$ cat src/design/hash_set_chained_buckets_defines.svh
// Assertion macros for the hash set block.
// Needs a clock named clk and an active-low reset named arst_n in scope.
`ifndef HASH_SET_CHAINED_BUCKETS_DEFINES_SVH
`define HASH_SET_CHAINED_BUCKETS_DEFINES_SVH

// same-cycle implication
`define HSCB_ASSERT_IMP(lbl, ante, cons, msg) \
	lbl: assert property (@(posedge clk) disable iff (!arst_n) (ante) |-> (cons)) \
		else $error(msg);

// next-cycle implication
`define HSCB_ASSERT_NXT(lbl, ante, cons, msg) \
	lbl: assert property (@(posedge clk) disable iff (!arst_n) (ante) |=> (cons)) \
		else $error(msg);

`endif

$ cat src/design/hscb_pkg.sv
// Shared types and constants of the hash set block.
// No dependencies.
package hscb_pkg;

	localparam int CFG_W    = 5;   // bucket_count register width
	localparam int KEY_IN_W = 32;  // key field width on the stream
	localparam int APB_DW   = 32;
	localparam int APB_AW   = 3;

	// register word index (paddr[2])
	localparam logic REG_BUCKET_COUNT = 1'b0;
	localparam logic [CFG_W-1:0] BUCKET_COUNT_RST = CFG_W'(16);

	typedef enum logic [1:0] {
		REQ_ADD      = 2'd0,
		REQ_REMOVE   = 2'd1,
		REQ_CONTAINS = 2'd2
	} req_t;

	typedef enum logic [1:0] {
		STAT_OK     = 2'd0,
		STAT_ABSENT = 2'd1,
		STAT_FULL   = 2'd2
	} status_t;

	typedef enum logic [2:0] {
		FSM_CLEAR,
		FSM_IDLE,
		FSM_MOD,
		FSM_BASE,
		FSM_SCAN,
		FSM_DECIDE,
		FSM_DONE
	} fsm_t;

endpackage

$ cat src/design/hscb_ram.sv
// Generic single-write, single-read RAM with registered read data.
// No dependencies.
module hscb_ram #(
	parameter int WIDTH = 33,
	parameter int DEPTH = 128
) (
	input  logic                                     clk,
	input  logic                                     we,
	input  logic [(DEPTH > 1 ? $clog2(DEPTH) : 1)-1:0] waddr,
	input  logic [WIDTH-1:0]                         wdata,
	input  logic                                     re,
	input  logic [(DEPTH > 1 ? $clog2(DEPTH) : 1)-1:0] raddr,
	output logic [WIDTH-1:0]                         rdata
);

	logic [WIDTH-1:0] mem [DEPTH];

	always_ff @(posedge clk) begin
		if (we) begin
			mem[waddr] <= wdata;
		end
		if (re) begin
			rdata <= mem[raddr];
		end
	end

endmodule

$ cat src/design/hscb_mod.sv
// Bit-serial remainder unit: key modulo a small divisor, one key bit a cycle.
// Depends on hscb_pkg.
module hscb_mod #(
	parameter int KW = 32
) (
	input  logic                      clk,
	input  logic                      arst_n,
	input  logic                      start,
	input  logic [KW-1:0]             key,
	input  logic [hscb_pkg::CFG_W-1:0] divisor,
	output logic                      done,
	output logic [hscb_pkg::CFG_W-1:0] rem
);

	localparam int CNT_W = $clog2(KW + 1);
	localparam int RW    = hscb_pkg::CFG_W;

	logic [KW-1:0]    sh_q;
	logic [RW-1:0]    rem_q;
	logic [RW-1:0]    div_q;
	logic [CNT_W-1:0] cnt_q;
	logic             run_q;
	logic             done_q;
	logic [RW:0]      trial;
	logic [RW:0]      diff;

	assign trial = {rem_q, sh_q[KW-1]};
	assign diff  = trial - {1'b0, div_q};

	always_ff @(posedge clk or negedge arst_n) begin
		if (!arst_n) begin
			run_q  <= 1'b0;
			done_q <= 1'b0;
			cnt_q  <= '0;
		end else begin
			// one-cycle pulse after the last key bit
			done_q <= !start && run_q && (cnt_q == CNT_W'(1));
			if (start) begin
				run_q <= 1'b1;
				cnt_q <= CNT_W'(KW);
			end else if (run_q) begin
				cnt_q <= cnt_q - 1'b1;
				if (cnt_q == CNT_W'(1)) begin
					run_q <= 1'b0;
				end
			end
		end
	end

	always_ff @(posedge clk) begin
		if (start) begin
			sh_q  <= key;
			rem_q <= '0;
			div_q <= divisor;
		end else if (run_q) begin
			sh_q <= sh_q << 1;
			// remainder stays below the divisor, so one subtract suffices
			if (trial >= {1'b0, div_q}) begin
				rem_q <= diff[RW-1:0];
			end else begin
				rem_q <= trial[RW-1:0];
			end
		end
	end

	assign done = done_q;
	assign rem  = rem_q;

endmodule

$ cat src/design/hash_set_chained_buckets.sv
// Top level of the hash set with bounded chained buckets.
// Depends on hscb_pkg, hscb_mod, hscb_ram and hash_set_chained_buckets_defines.svh.
//
// Usage notes
//  - Requests come in on the s_ stream: s_tuser carries the operation (add, remove,
//    contains), s_tdata the key. One result per request leaves on the m_ stream:
//    m_tdata bit 0 is found (key present before the request), bits 2:1 the status
//    (ok, remove of an absent key, bucket full on add).
//  - bucket_count sits on the APB port at word 0; write it only while idle.
//  - After reset a clearing pass walks all NUM_BUCKETS*CHAIN_DEPTH slots (128 by
//    default), one per cycle, with s_tready low. APB stays usable throughout.
//  - One request at a time: the bucket index comes from a bit-serial remainder unit
//    (one key bit a cycle), then the bucket's slots are read from the slot RAM one
//    per cycle. The next request is taken in the cycle after the result is loaded
//    into the output register.
//  - The result sits in an output register; while the receiver stalls the block still
//    takes and works the next request, and only holds it at the end until the
//    output register frees.
module hash_set_chained_buckets #(
	parameter int NUM_BUCKETS = 16,
	parameter int CHAIN_DEPTH = 8,
	parameter int KEY_WIDTH   = 32
) (
	input  logic                          clk,
	input  logic                          arst_n,
	// request stream
	input  logic                          s_tvalid,
	output logic                          s_tready,
	input  logic [31:0]                   s_tdata,   // [31:0] key
	input  logic [1:0]                    s_tuser,   // [1:0] req_type
	// result stream
	output logic                          m_tvalid,
	input  logic                          m_tready,
	output logic [7:0]                    m_tdata,   // [0] found, [2:1] status, rest zero
	// configuration
	input  logic                          psel,
	input  logic                          penable,
	input  logic                          pwrite,
	input  logic [hscb_pkg::APB_AW-1:0]   paddr,
	input  logic [hscb_pkg::APB_DW-1:0]   pwdata,
	output logic [hscb_pkg::APB_DW-1:0]   prdata,
	output logic                          pready
);

	`include "hash_set_chained_buckets_defines.svh"

	localparam int SKW   = (KEY_WIDTH < hscb_pkg::KEY_IN_W) ? KEY_WIDTH : hscb_pkg::KEY_IN_W;
	localparam int SLOTS = NUM_BUCKETS * CHAIN_DEPTH;
	localparam int AW    = (SLOTS > 1) ? $clog2(SLOTS) : 1;
	localparam int DW    = (CHAIN_DEPTH > 1) ? $clog2(CHAIN_DEPTH) : 1;
	localparam int CW    = $clog2(CHAIN_DEPTH + 1);
	localparam int RW    = hscb_pkg::CFG_W;
	localparam int EW    = ($clog2(NUM_BUCKETS + 1) > RW) ? $clog2(NUM_BUCKETS + 1) : RW;
	localparam int PW    = AW + RW;
	localparam int MW    = SKW + 1;   // RAM word: {valid, key}

	// ---------------------------------------------------------------- config
	logic [RW-1:0] bucket_count_q;
	logic          cfg_wr;

	assign pready = 1'b1;
	assign cfg_wr = psel && penable && pwrite && (paddr[2] == hscb_pkg::REG_BUCKET_COUNT);

	always_ff @(posedge clk or negedge arst_n) begin
		if (!arst_n) begin
			bucket_count_q <= hscb_pkg::BUCKET_COUNT_RST;
		end else if (cfg_wr) begin
			bucket_count_q <= pwdata[RW-1:0];
		end
	end

	assign prdata = (paddr[2] == hscb_pkg::REG_BUCKET_COUNT)
		? hscb_pkg::APB_DW'(bucket_count_q) : '0;

	// effective divisor: zero acts as one, saturate at NUM_BUCKETS
	logic [RW-1:0] eff_div;
	always_comb begin
		if (bucket_count_q == '0) begin
			eff_div = RW'(1);
		end else if (EW'(bucket_count_q) > EW'(NUM_BUCKETS)) begin
			eff_div = RW'(NUM_BUCKETS);
		end else begin
			eff_div = bucket_count_q;
		end
	end

	// ---------------------------------------------------------------- state
	hscb_pkg::fsm_t state_q, state_d;

	logic               in_acc;
	logic [SKW-1:0]     key_q;
	hscb_pkg::req_t     req_q;
	logic [AW-1:0]      base_q;
	logic [AW-1:0]      clr_cnt_q;
	logic [CW-1:0]      sc_cnt_q;
	logic               chk_v_q;
	logic [DW-1:0]      chk_idx_q;
	logic               hit_q;
	logic [DW-1:0]      hit_idx_q;
	logic               free_q;
	logic [DW-1:0]      free_idx_q;
	logic               res_found_q;
	hscb_pkg::status_t  res_status_q;
	logic               out_v_q;
	logic               found_o_q;
	hscb_pkg::status_t  status_o_q;

	logic               mod_done;
	logic [RW-1:0]      mod_rem;
	logic [PW-1:0]      base_prod;

	logic               ram_we;
	logic [AW-1:0]      ram_waddr;
	logic [MW-1:0]      ram_wdata;
	logic               ram_re;
	logic [AW-1:0]      ram_raddr;
	logic [MW-1:0]      ram_rdata;

	logic               slot_match;
	logic               slot_free;
	logic               scan_last;
	logic               out_load;

	assign in_acc    = s_tvalid && s_tready;
	assign base_prod = PW'(mod_rem) * PW'(CHAIN_DEPTH);
	assign scan_last = (sc_cnt_q == CW'(CHAIN_DEPTH));
	assign out_load  = (state_q == hscb_pkg::FSM_DONE) && (!out_v_q || m_tready);

	assign slot_match = ram_rdata[SKW] && (ram_rdata[SKW-1:0] == key_q);
	assign slot_free  = !ram_rdata[SKW];

	hscb_mod #(
		.KW(SKW)
	) u_mod (
		.clk     (clk),
		.arst_n  (arst_n),
		.start   (in_acc),
		.key     (s_tdata[SKW-1:0]),
		.divisor (eff_div),
		.done    (mod_done),
		.rem     (mod_rem)
	);

	hscb_ram #(
		.WIDTH(MW),
		.DEPTH(SLOTS)
	) u_slots (
		.clk   (clk),
		.we    (ram_we),
		.waddr (ram_waddr),
		.wdata (ram_wdata),
		.re    (ram_re),
		.raddr (ram_raddr),
		.rdata (ram_rdata)
	);

	// next state
	always_comb begin
		state_d = state_q;
		case (state_q)
			hscb_pkg::FSM_CLEAR: begin
				if (clr_cnt_q == AW'(SLOTS - 1)) state_d = hscb_pkg::FSM_IDLE;
			end
			hscb_pkg::FSM_IDLE: begin
				if (s_tvalid) state_d = hscb_pkg::FSM_MOD;
			end
			hscb_pkg::FSM_MOD: begin
				if (mod_done) state_d = hscb_pkg::FSM_BASE;
			end
			hscb_pkg::FSM_BASE:   state_d = hscb_pkg::FSM_SCAN;
			hscb_pkg::FSM_SCAN: begin
				if (scan_last) state_d = hscb_pkg::FSM_DECIDE;
			end
			hscb_pkg::FSM_DECIDE: state_d = hscb_pkg::FSM_DONE;
			hscb_pkg::FSM_DONE: begin
				if (out_load) state_d = hscb_pkg::FSM_IDLE;
			end
			default:              state_d = hscb_pkg::FSM_CLEAR;
		endcase
	end

	// outputs of the sequencer: handshake and RAM ports
	always_comb begin
		s_tready  = 1'b0;
		ram_we    = 1'b0;
		ram_waddr = base_q;
		ram_wdata = {1'b0, key_q};
		ram_re    = 1'b0;
		ram_raddr = base_q + AW'(sc_cnt_q);
		case (state_q)
			hscb_pkg::FSM_CLEAR: begin
				ram_we    = 1'b1;
				ram_waddr = clr_cnt_q;
			end
			hscb_pkg::FSM_IDLE: begin
				s_tready = 1'b1;
			end
			hscb_pkg::FSM_SCAN: begin
				ram_re = !scan_last;
			end
			hscb_pkg::FSM_DECIDE: begin
				case (req_q)
					hscb_pkg::REQ_ADD: begin
						if (!hit_q && free_q) begin
							ram_we    = 1'b1;
							ram_waddr = base_q + AW'(free_idx_q);
							ram_wdata = {1'b1, key_q};
						end
					end
					hscb_pkg::REQ_REMOVE: begin
						if (hit_q) begin
							ram_we    = 1'b1;
							ram_waddr = base_q + AW'(hit_idx_q);
						end
					end
					default: ;
				endcase
			end
			default: ;
		endcase
	end

	// control registers
	always_ff @(posedge clk or negedge arst_n) begin
		if (!arst_n) begin
			state_q   <= hscb_pkg::FSM_CLEAR;
			clr_cnt_q <= '0;
			sc_cnt_q  <= '0;
			chk_v_q   <= 1'b0;
			hit_q     <= 1'b0;
			free_q    <= 1'b0;
			out_v_q   <= 1'b0;
		end else begin
			state_q <= state_d;
			if (state_q == hscb_pkg::FSM_CLEAR) clr_cnt_q <= clr_cnt_q + 1'b1;
			if (state_q == hscb_pkg::FSM_BASE) begin
				sc_cnt_q <= '0;
				chk_v_q  <= 1'b0;
				hit_q    <= 1'b0;
				free_q   <= 1'b0;
			end
			if (state_q == hscb_pkg::FSM_SCAN) begin
				if (!scan_last) sc_cnt_q <= sc_cnt_q + 1'b1;
				chk_v_q <= !scan_last;
				// keep the first hit and the first empty slot
				if (chk_v_q && slot_match && !hit_q) hit_q <= 1'b1;
				if (chk_v_q && slot_free && !free_q) free_q <= 1'b1;
			end
			if (out_load) begin
				out_v_q <= 1'b1;
			end else if (m_tready) begin
				out_v_q <= 1'b0;
			end
		end
	end

	// payload registers
	always_ff @(posedge clk) begin
		if (in_acc) begin
			key_q <= s_tdata[SKW-1:0];
			req_q <= hscb_pkg::req_t'(s_tuser);
		end
		if (state_q == hscb_pkg::FSM_BASE) base_q <= base_prod[AW-1:0];
		if (state_q == hscb_pkg::FSM_SCAN) begin
			chk_idx_q <= DW'(sc_cnt_q);
			if (chk_v_q && slot_match && !hit_q) hit_idx_q <= chk_idx_q;
			if (chk_v_q && slot_free && !free_q) free_idx_q <= chk_idx_q;
		end
		if (state_q == hscb_pkg::FSM_DECIDE) begin
			res_found_q <= hit_q;
			case (req_q)
				hscb_pkg::REQ_ADD: begin
					if (!hit_q && !free_q) begin
						res_status_q <= hscb_pkg::STAT_FULL;
					end else begin
						res_status_q <= hscb_pkg::STAT_OK;
					end
				end
				hscb_pkg::REQ_REMOVE: begin
					if (!hit_q) begin
						res_status_q <= hscb_pkg::STAT_ABSENT;
					end else begin
						res_status_q <= hscb_pkg::STAT_OK;
					end
				end
				default: res_status_q <= hscb_pkg::STAT_OK;
			endcase
		end
		if (out_load) begin
			found_o_q  <= res_found_q;
			status_o_q <= res_status_q;
		end
	end

	assign m_tvalid = out_v_q;
	assign m_tdata  = {5'b0, status_o_q, found_o_q};

	// ---------------------------------------------------------------- checks
	`HSCB_ASSERT_IMP(a_no_write_in_scan, state_q == hscb_pkg::FSM_SCAN, !ram_we,
		"slot RAM written during bucket scan")
	`HSCB_ASSERT_NXT(a_accept_starts_mod, in_acc, state_q == hscb_pkg::FSM_MOD && !mod_done,
		"accepted request did not start the remainder unit")
	`HSCB_ASSERT_IMP(a_full_not_found,
		m_tvalid && m_tdata[2:1] == hscb_pkg::STAT_FULL, !m_tdata[0],
		"bucket-full status reported with found set")

endmodule
$ cat config.mk
export PLATFORM = sky130hd
export DESIGN_NAME = hash_set_chained_buckets
export DESIGN_NICKNAME = d
export VERILOG_FILES = /design/src/design/hscb_pkg.sv /design/src/design/hscb_ram.sv /design/src/design/hscb_mod.sv /design/src/design/hash_set_chained_buckets.sv
export VERILOG_INCLUDE_DIRS = /design/src /design/src/design
export SDC_FILE = /design/constraint.sdc
export NUM_CORES = 2
export LEC_CHECK = 0
export ABC_CLOCK_PERIOD_IN_PS = 4400
export BUFFER_PORTS_ARGS = -buffer_cell sky130_fd_sc_hd__buf_2
export CORE_MARGIN = 4
export CORE_UTILIZATION = 63
export CTS_CLUSTER_SIZE = 40
export DETAILED_ROUTE_END_ITERATION = 8
export PLACE_DENSITY = 0.79
export SYNTH_ARGS = -nofsm -noshare
export SYNTH_HDL_FRONTEND = slang
export SYNTH_MEMORY_MAX_BITS = 65536
export SYNTH_SLANG_ARGS = --single-unit
export TNS_END_PERCENT = 5
$ cat constraint.sdc
create_clock -name clk -period 4.4 [get_ports clk]
set_clock_uncertainty 0.1 [all_clocks]
set_input_delay 0.44 -clock clk [delete_from_list [all_inputs] [get_ports clk]]
set_output_delay 0.44 -clock clk [all_outputs]
set_load 0.02 [all_outputs]
==> impl_results.rst <==
.. list-table::
   :header-rows: 1

   * - Metric
     - Value
   * - Final setup violation count
     - 0
   * - Later-pin clock latency in the skew report
     - 0.97 ns
   * - Fraction of the cycle the final worst path needs
     - 92.9%
   * - Final wirelength
     - 440 mm
   * - Critical path's top delay family
     - compound AO/OA/AOI/OAI gates
   * - Die Outline Area
     - 0.279 mm2
   * - Via total after detailed routing
     - 92,400
   * - Switch share
     - 30.7%
   * - I/O pin cnt
     - 119
   * - Met3 WL post-DR
     - 55.6 mm
   * - Violated checks
     - design-rule violations, max-capacitance violations, max-slew violations
   * - Core region area
     - 0.268 mm2
   * - Maximum number of pins on one net before global-route repair
     - 129
   * - Main synth FF type
     - sky130_fd_sc_hd__edfxtp_1
   * - Depth of the CTS H-tree
     - 5
   * - Most common cell after layout, fill and taps aside
     - sky130_fd_sc_hd__edfxtp_1
   * - Site row count
     - 190
   * - Clock tree from TritonCTS
     - built
   * - Logic pwr share
     - 26.4%
   * - Required time reported for the critical path endpoint
     - 5.12 ns
   * - Final critical-path setup slack
     - 0.312 ns
   * - Clock tree sinks
     - 4,383
   * - Die X-Extent
     - 528 um
   * - First-pass iteration count of the detailed router
     - 8
   * - Setup TNS
     - 0 ns
   * - Cell chain of the critical path
     - buf_12 -> buf_4 -> buf_4 -> mux2i_1 -> a221oi_1 -> buf_4 -> o22ai_1 -> o21ai_0 -> and4_1
   * - WL met1
     - 157 mm
   * - Critical Path Source Type
     - flip-flop
   * - Post-synth EDFFs
     - 4,347
   * - I/O Buffers
     - 56
   * - Global-route total usage across every layer
     - 30.9%
   * - Mean post-synth cell area
     - 18.7 um2
   * - Fin Hold WS
     - 0.109 ns
   * - Share of total power in sequential cells
     - 42.8%
   * - Via count of the first global-routing pass
     - 91,000
   * - WL met2
     - 203 mm
   * - Static leakage
     - 0.0642 uW
   * - Top routing layer in use
     - met5
   * - Async set or reset register ratio after synthesis
     - 0.707%
   * - CTS buffer count
     - 417
   * - GPL Wtd Cong
     - 0.976
   * - Remaining max-slew budget at the tightest pin
     - -3.51%
   * - Pwr Total
     - 114,000 uW
   * - Maximum clock insertion buffer count
     - 4
   * - Tmin final
     - 4.09 ns
   * - Endpoints failing hold
     - 0
   * - Post-Place Setup Slack
     - 0.464 ns
   * - Number of max-slew violations in the final report
     - 3
   * - Crit Path Class
     - reg -> reg
   * - Endpoint class of the critical path
     - flip-flop
   * - Post-route ant nets
     - 0
   * - Fraction of layout cells with a size suffix above 1
     - 13.1%
   * - Data arrival, critical path
     - 4.81 ns
   * - Post-detailed-route DRC marker count
     - 2
   * - Root Buffer
     - sky130_fd_sc_hd__clkbuf_16
   * - Most prevalent standard cell on the critical path
     - sky130_fd_sc_hd__buf_4
   * - Synthesis warning total
     - 0
   * - Highest-count cells in the layout ignoring fill and taps
     - 4,347 x sky130_fd_sc_hd__edfxtp_1, 2,118 x sky130_fd_sc_hd__mux2i_1, 532 x sky130_fd_sc_hd__a22o_1, 528 x sky130_fd_sc_hd__a221oi_1, 419 x sky130_fd_sc_hd__clkbuf_16
   * - First-pass GRT wire length
     - 624 mm
   * - Number of DRC markers after the initial detailed-route iteration
     - 13,500
   * - Total standard cell area after synthesis
     - 0.170 mm2
   * - Synthesis-stage register bit count
     - 4,383
   * - Fin nets
     - 9,659
   * - Largest fanout of any net on the critical path
     - 19
   * - Internal Power
     - 79,100 uW
   * - Number of buffer and inverter instances along the worst setup path
     - 4
   * - Initial core utilization
     - 63.4%
   * - Clock power share
     - 30.8%
   * - Total half-perimeter wirelength after legalization and detailed placement
     - 246 mm
   * - Transition time at the pin with the least slew margin
     - 1.54 ns
   * - Switching pwr
     - 35,100 uW
   * - Unrepaired setup endpoints after global routing
     - no
   * - Distinct cell type count after synthesis
     - 54
   * - Largest incremental delay on the critical path
     - 1.23 ns
   * - Peak Freq
     - 245 MHz
   * - P per Cell Area
     - 594 mW/mm2
   * - Hold WC Path Type
     - in -> reg
   * - Sequential fraction of the synthesis area
     - 77.2%
   * - Clock-pin slew on the worst setup and hold paths
     - 0.07 ns
   * - Antenna violations before repair
     - 49
   * - Die height
     - 528 um
   * - Area growth syn-to-layout
     - 12.9%
   * - Result of the run
     - finished with violations
   * - Slowest cell on crit path
     - sky130_fd_sc_hd__o21ai_0
   * - Maximum resistive drop on vdd
     - 0.463 mV
   * - Wire per inst
     - 32.5 um
   * - Count of max-cap constraint violations
     - 1
   * - Grt total ovfl
     - 0
   * - Gate count of the mapped netlist
     - 9,106
   * - Vias/cell
     - 6.83
==> layout make-up <==
type | instances | area [um2]
fill | 14900 | 76200
antenna | 56 | 140
multi-input combinational | 4134 | 36900
sequential | 4383 | 131000
clock buffer | 536 | 11000
timing repair buffer | 612 | 5840
tap | 3552 | 4440
clock inverter | 234 | 2400
inverter | 20 | 76.3
==> what timing repair did <==
item | 4_1_cts | 5_1_grt
hold buffers | 49 | 0
resized for setup | 0 | 0
endpoints found under the hold margin | 109 | 0
setup buffers | 0 | 0
==> synthesized netlist by cell type, types with 20 or more instances <==
master / instances / share of area (%)
sky130_fd_sc_hd__nor2_1: 152 / 0.34
sky130_fd_sc_hd__inv_1: 20 / 0.044
sky130_fd_sc_hd__nand3_1: 20 / 0.059
sky130_fd_sc_hd__xor2_1: 32 / 0.16
sky130_fd_sc_hd__nand2_1: 147 / 0.32
sky130_fd_sc_hd__buf_4: 145 / 0.64
sky130_fd_sc_hd__dfrtp_1: 30 / 0.44
sky130_fd_sc_hd__o21ai_1: 35 / 0.10
sky130_fd_sc_hd__a221oi_1: 528 / 2.7
sky130_fd_sc_hd__a22o_1: 532 / 2.7
sky130_fd_sc_hd__clkbuf_1: 290 / 0.64
sky130_fd_sc_hd__edfxtp_1: 4347 / 77
sky130_fd_sc_hd__and4_1: 33 / 0.17
sky130_fd_sc_hd__o21ai_0: 114 / 0.34
sky130_fd_sc_hd__buf_2: 136 / 0.40
sky130_fd_sc_hd__o22ai_1: 266 / 0.98
sky130_fd_sc_hd__mux2i_1: 2118 / 12
==> registers in the layout (all words and copies together), names as in the netlist, 4 cells and up <==
register	flops
u_slots.mem	4224
clr_cnt_q	7
key_q	32
sc_cnt_q	4
u_slots.rdata	33
u_mod.cnt_q	6
u_mod.div_q	5
u_mod.sh_q	32
base_q	4
u_mod.rem	5
bucket_count_q	5
==> power by group through the flow <==
| stage | Clock (uW) | Combinational [uW] | Sequential, uW |
|---|---|---|---|
| 6_report | 35200 | 30100 | 48900 |
| 5_1_grt | 37200 | 31200 | 48900 |
| 4_1_cts | 35400 | 29600 | 48800 |
| 3_5_place_dp | 0 | 29200 | 49700 |
| 3_3_place_gp | 0 | 28400 | 49600 |
| 2_1_floorplan | 0 | 18300 | 50200 |
==> worst register-to-register path, cell delays in order (launching register included) <==
cell,delay [ns]
sky130_fd_sc_hd__dfrtp_4,0.83
sky130_fd_sc_hd__buf_12,0.29
sky130_fd_sc_hd__buf_4,0.23
sky130_fd_sc_hd__buf_4,0.18
sky130_fd_sc_hd__mux2i_1,0.09
sky130_fd_sc_hd__a221oi_1,0.34
sky130_fd_sc_hd__buf_4,0.19
sky130_fd_sc_hd__o22ai_1,0.14
sky130_fd_sc_hd__o21ai_0,1.23
sky130_fd_sc_hd__and4_1,0.34
==> metrics by stage <==
| step | util [%] | cells | area, um2 |
|---|---|---|---|
| after floorplan | - | 9137 | 170000 |
| after global placement | 66.4 | 12700 | 178000 |
| after detailed placement | 66.4 | 12700 | 178000 |
| after CTS | 71.6 | 13500 | 192000 |
| after global routing | 71.6 | 13500 | 192000 |
| final | 71.6 | 13500 | 192000 |
==> worst paths after layout <==
path	endpoint	slack, ns	cells after the start	start
worst max-delay path	u_slots.rdata[13]	0.31	9	sc_cnt_q[0]
worst min-delay path	key_q[31]	0.11	2	s_tdata[31]
worst max register to register	u_slots.rdata[13]	0.31	9	sc_cnt_q[0]
worst min register to register	status_o_q[0]	0.33	0	res_status_q[0]
max in group asynchronous	bucket_count_q[1]	2.48	4	arst_n
min in group asynchronous	u_mod.cnt_q[2]	0.56	3	arst_n
==> metal layers <==
metal  GRT usage, %  vias to the layer above
met3           8.26                      990
met2           47.3                     6182
met1           41.4                    46800
met4           15.9                       16
li1               -                    38300
met5              0                        -
==> logic make-up after synthesis <==
logic type / synth area share [%]
flops: 77.2
simple gates: 1.13
other cells: 0.00441
xor+xnor: 0.232
fa+ha+maj: 0.115
mux: 12.5
compound gates: 6.98
buf+inv: 1.84
No activity file was read; power rests on OpenSTA's default activity.
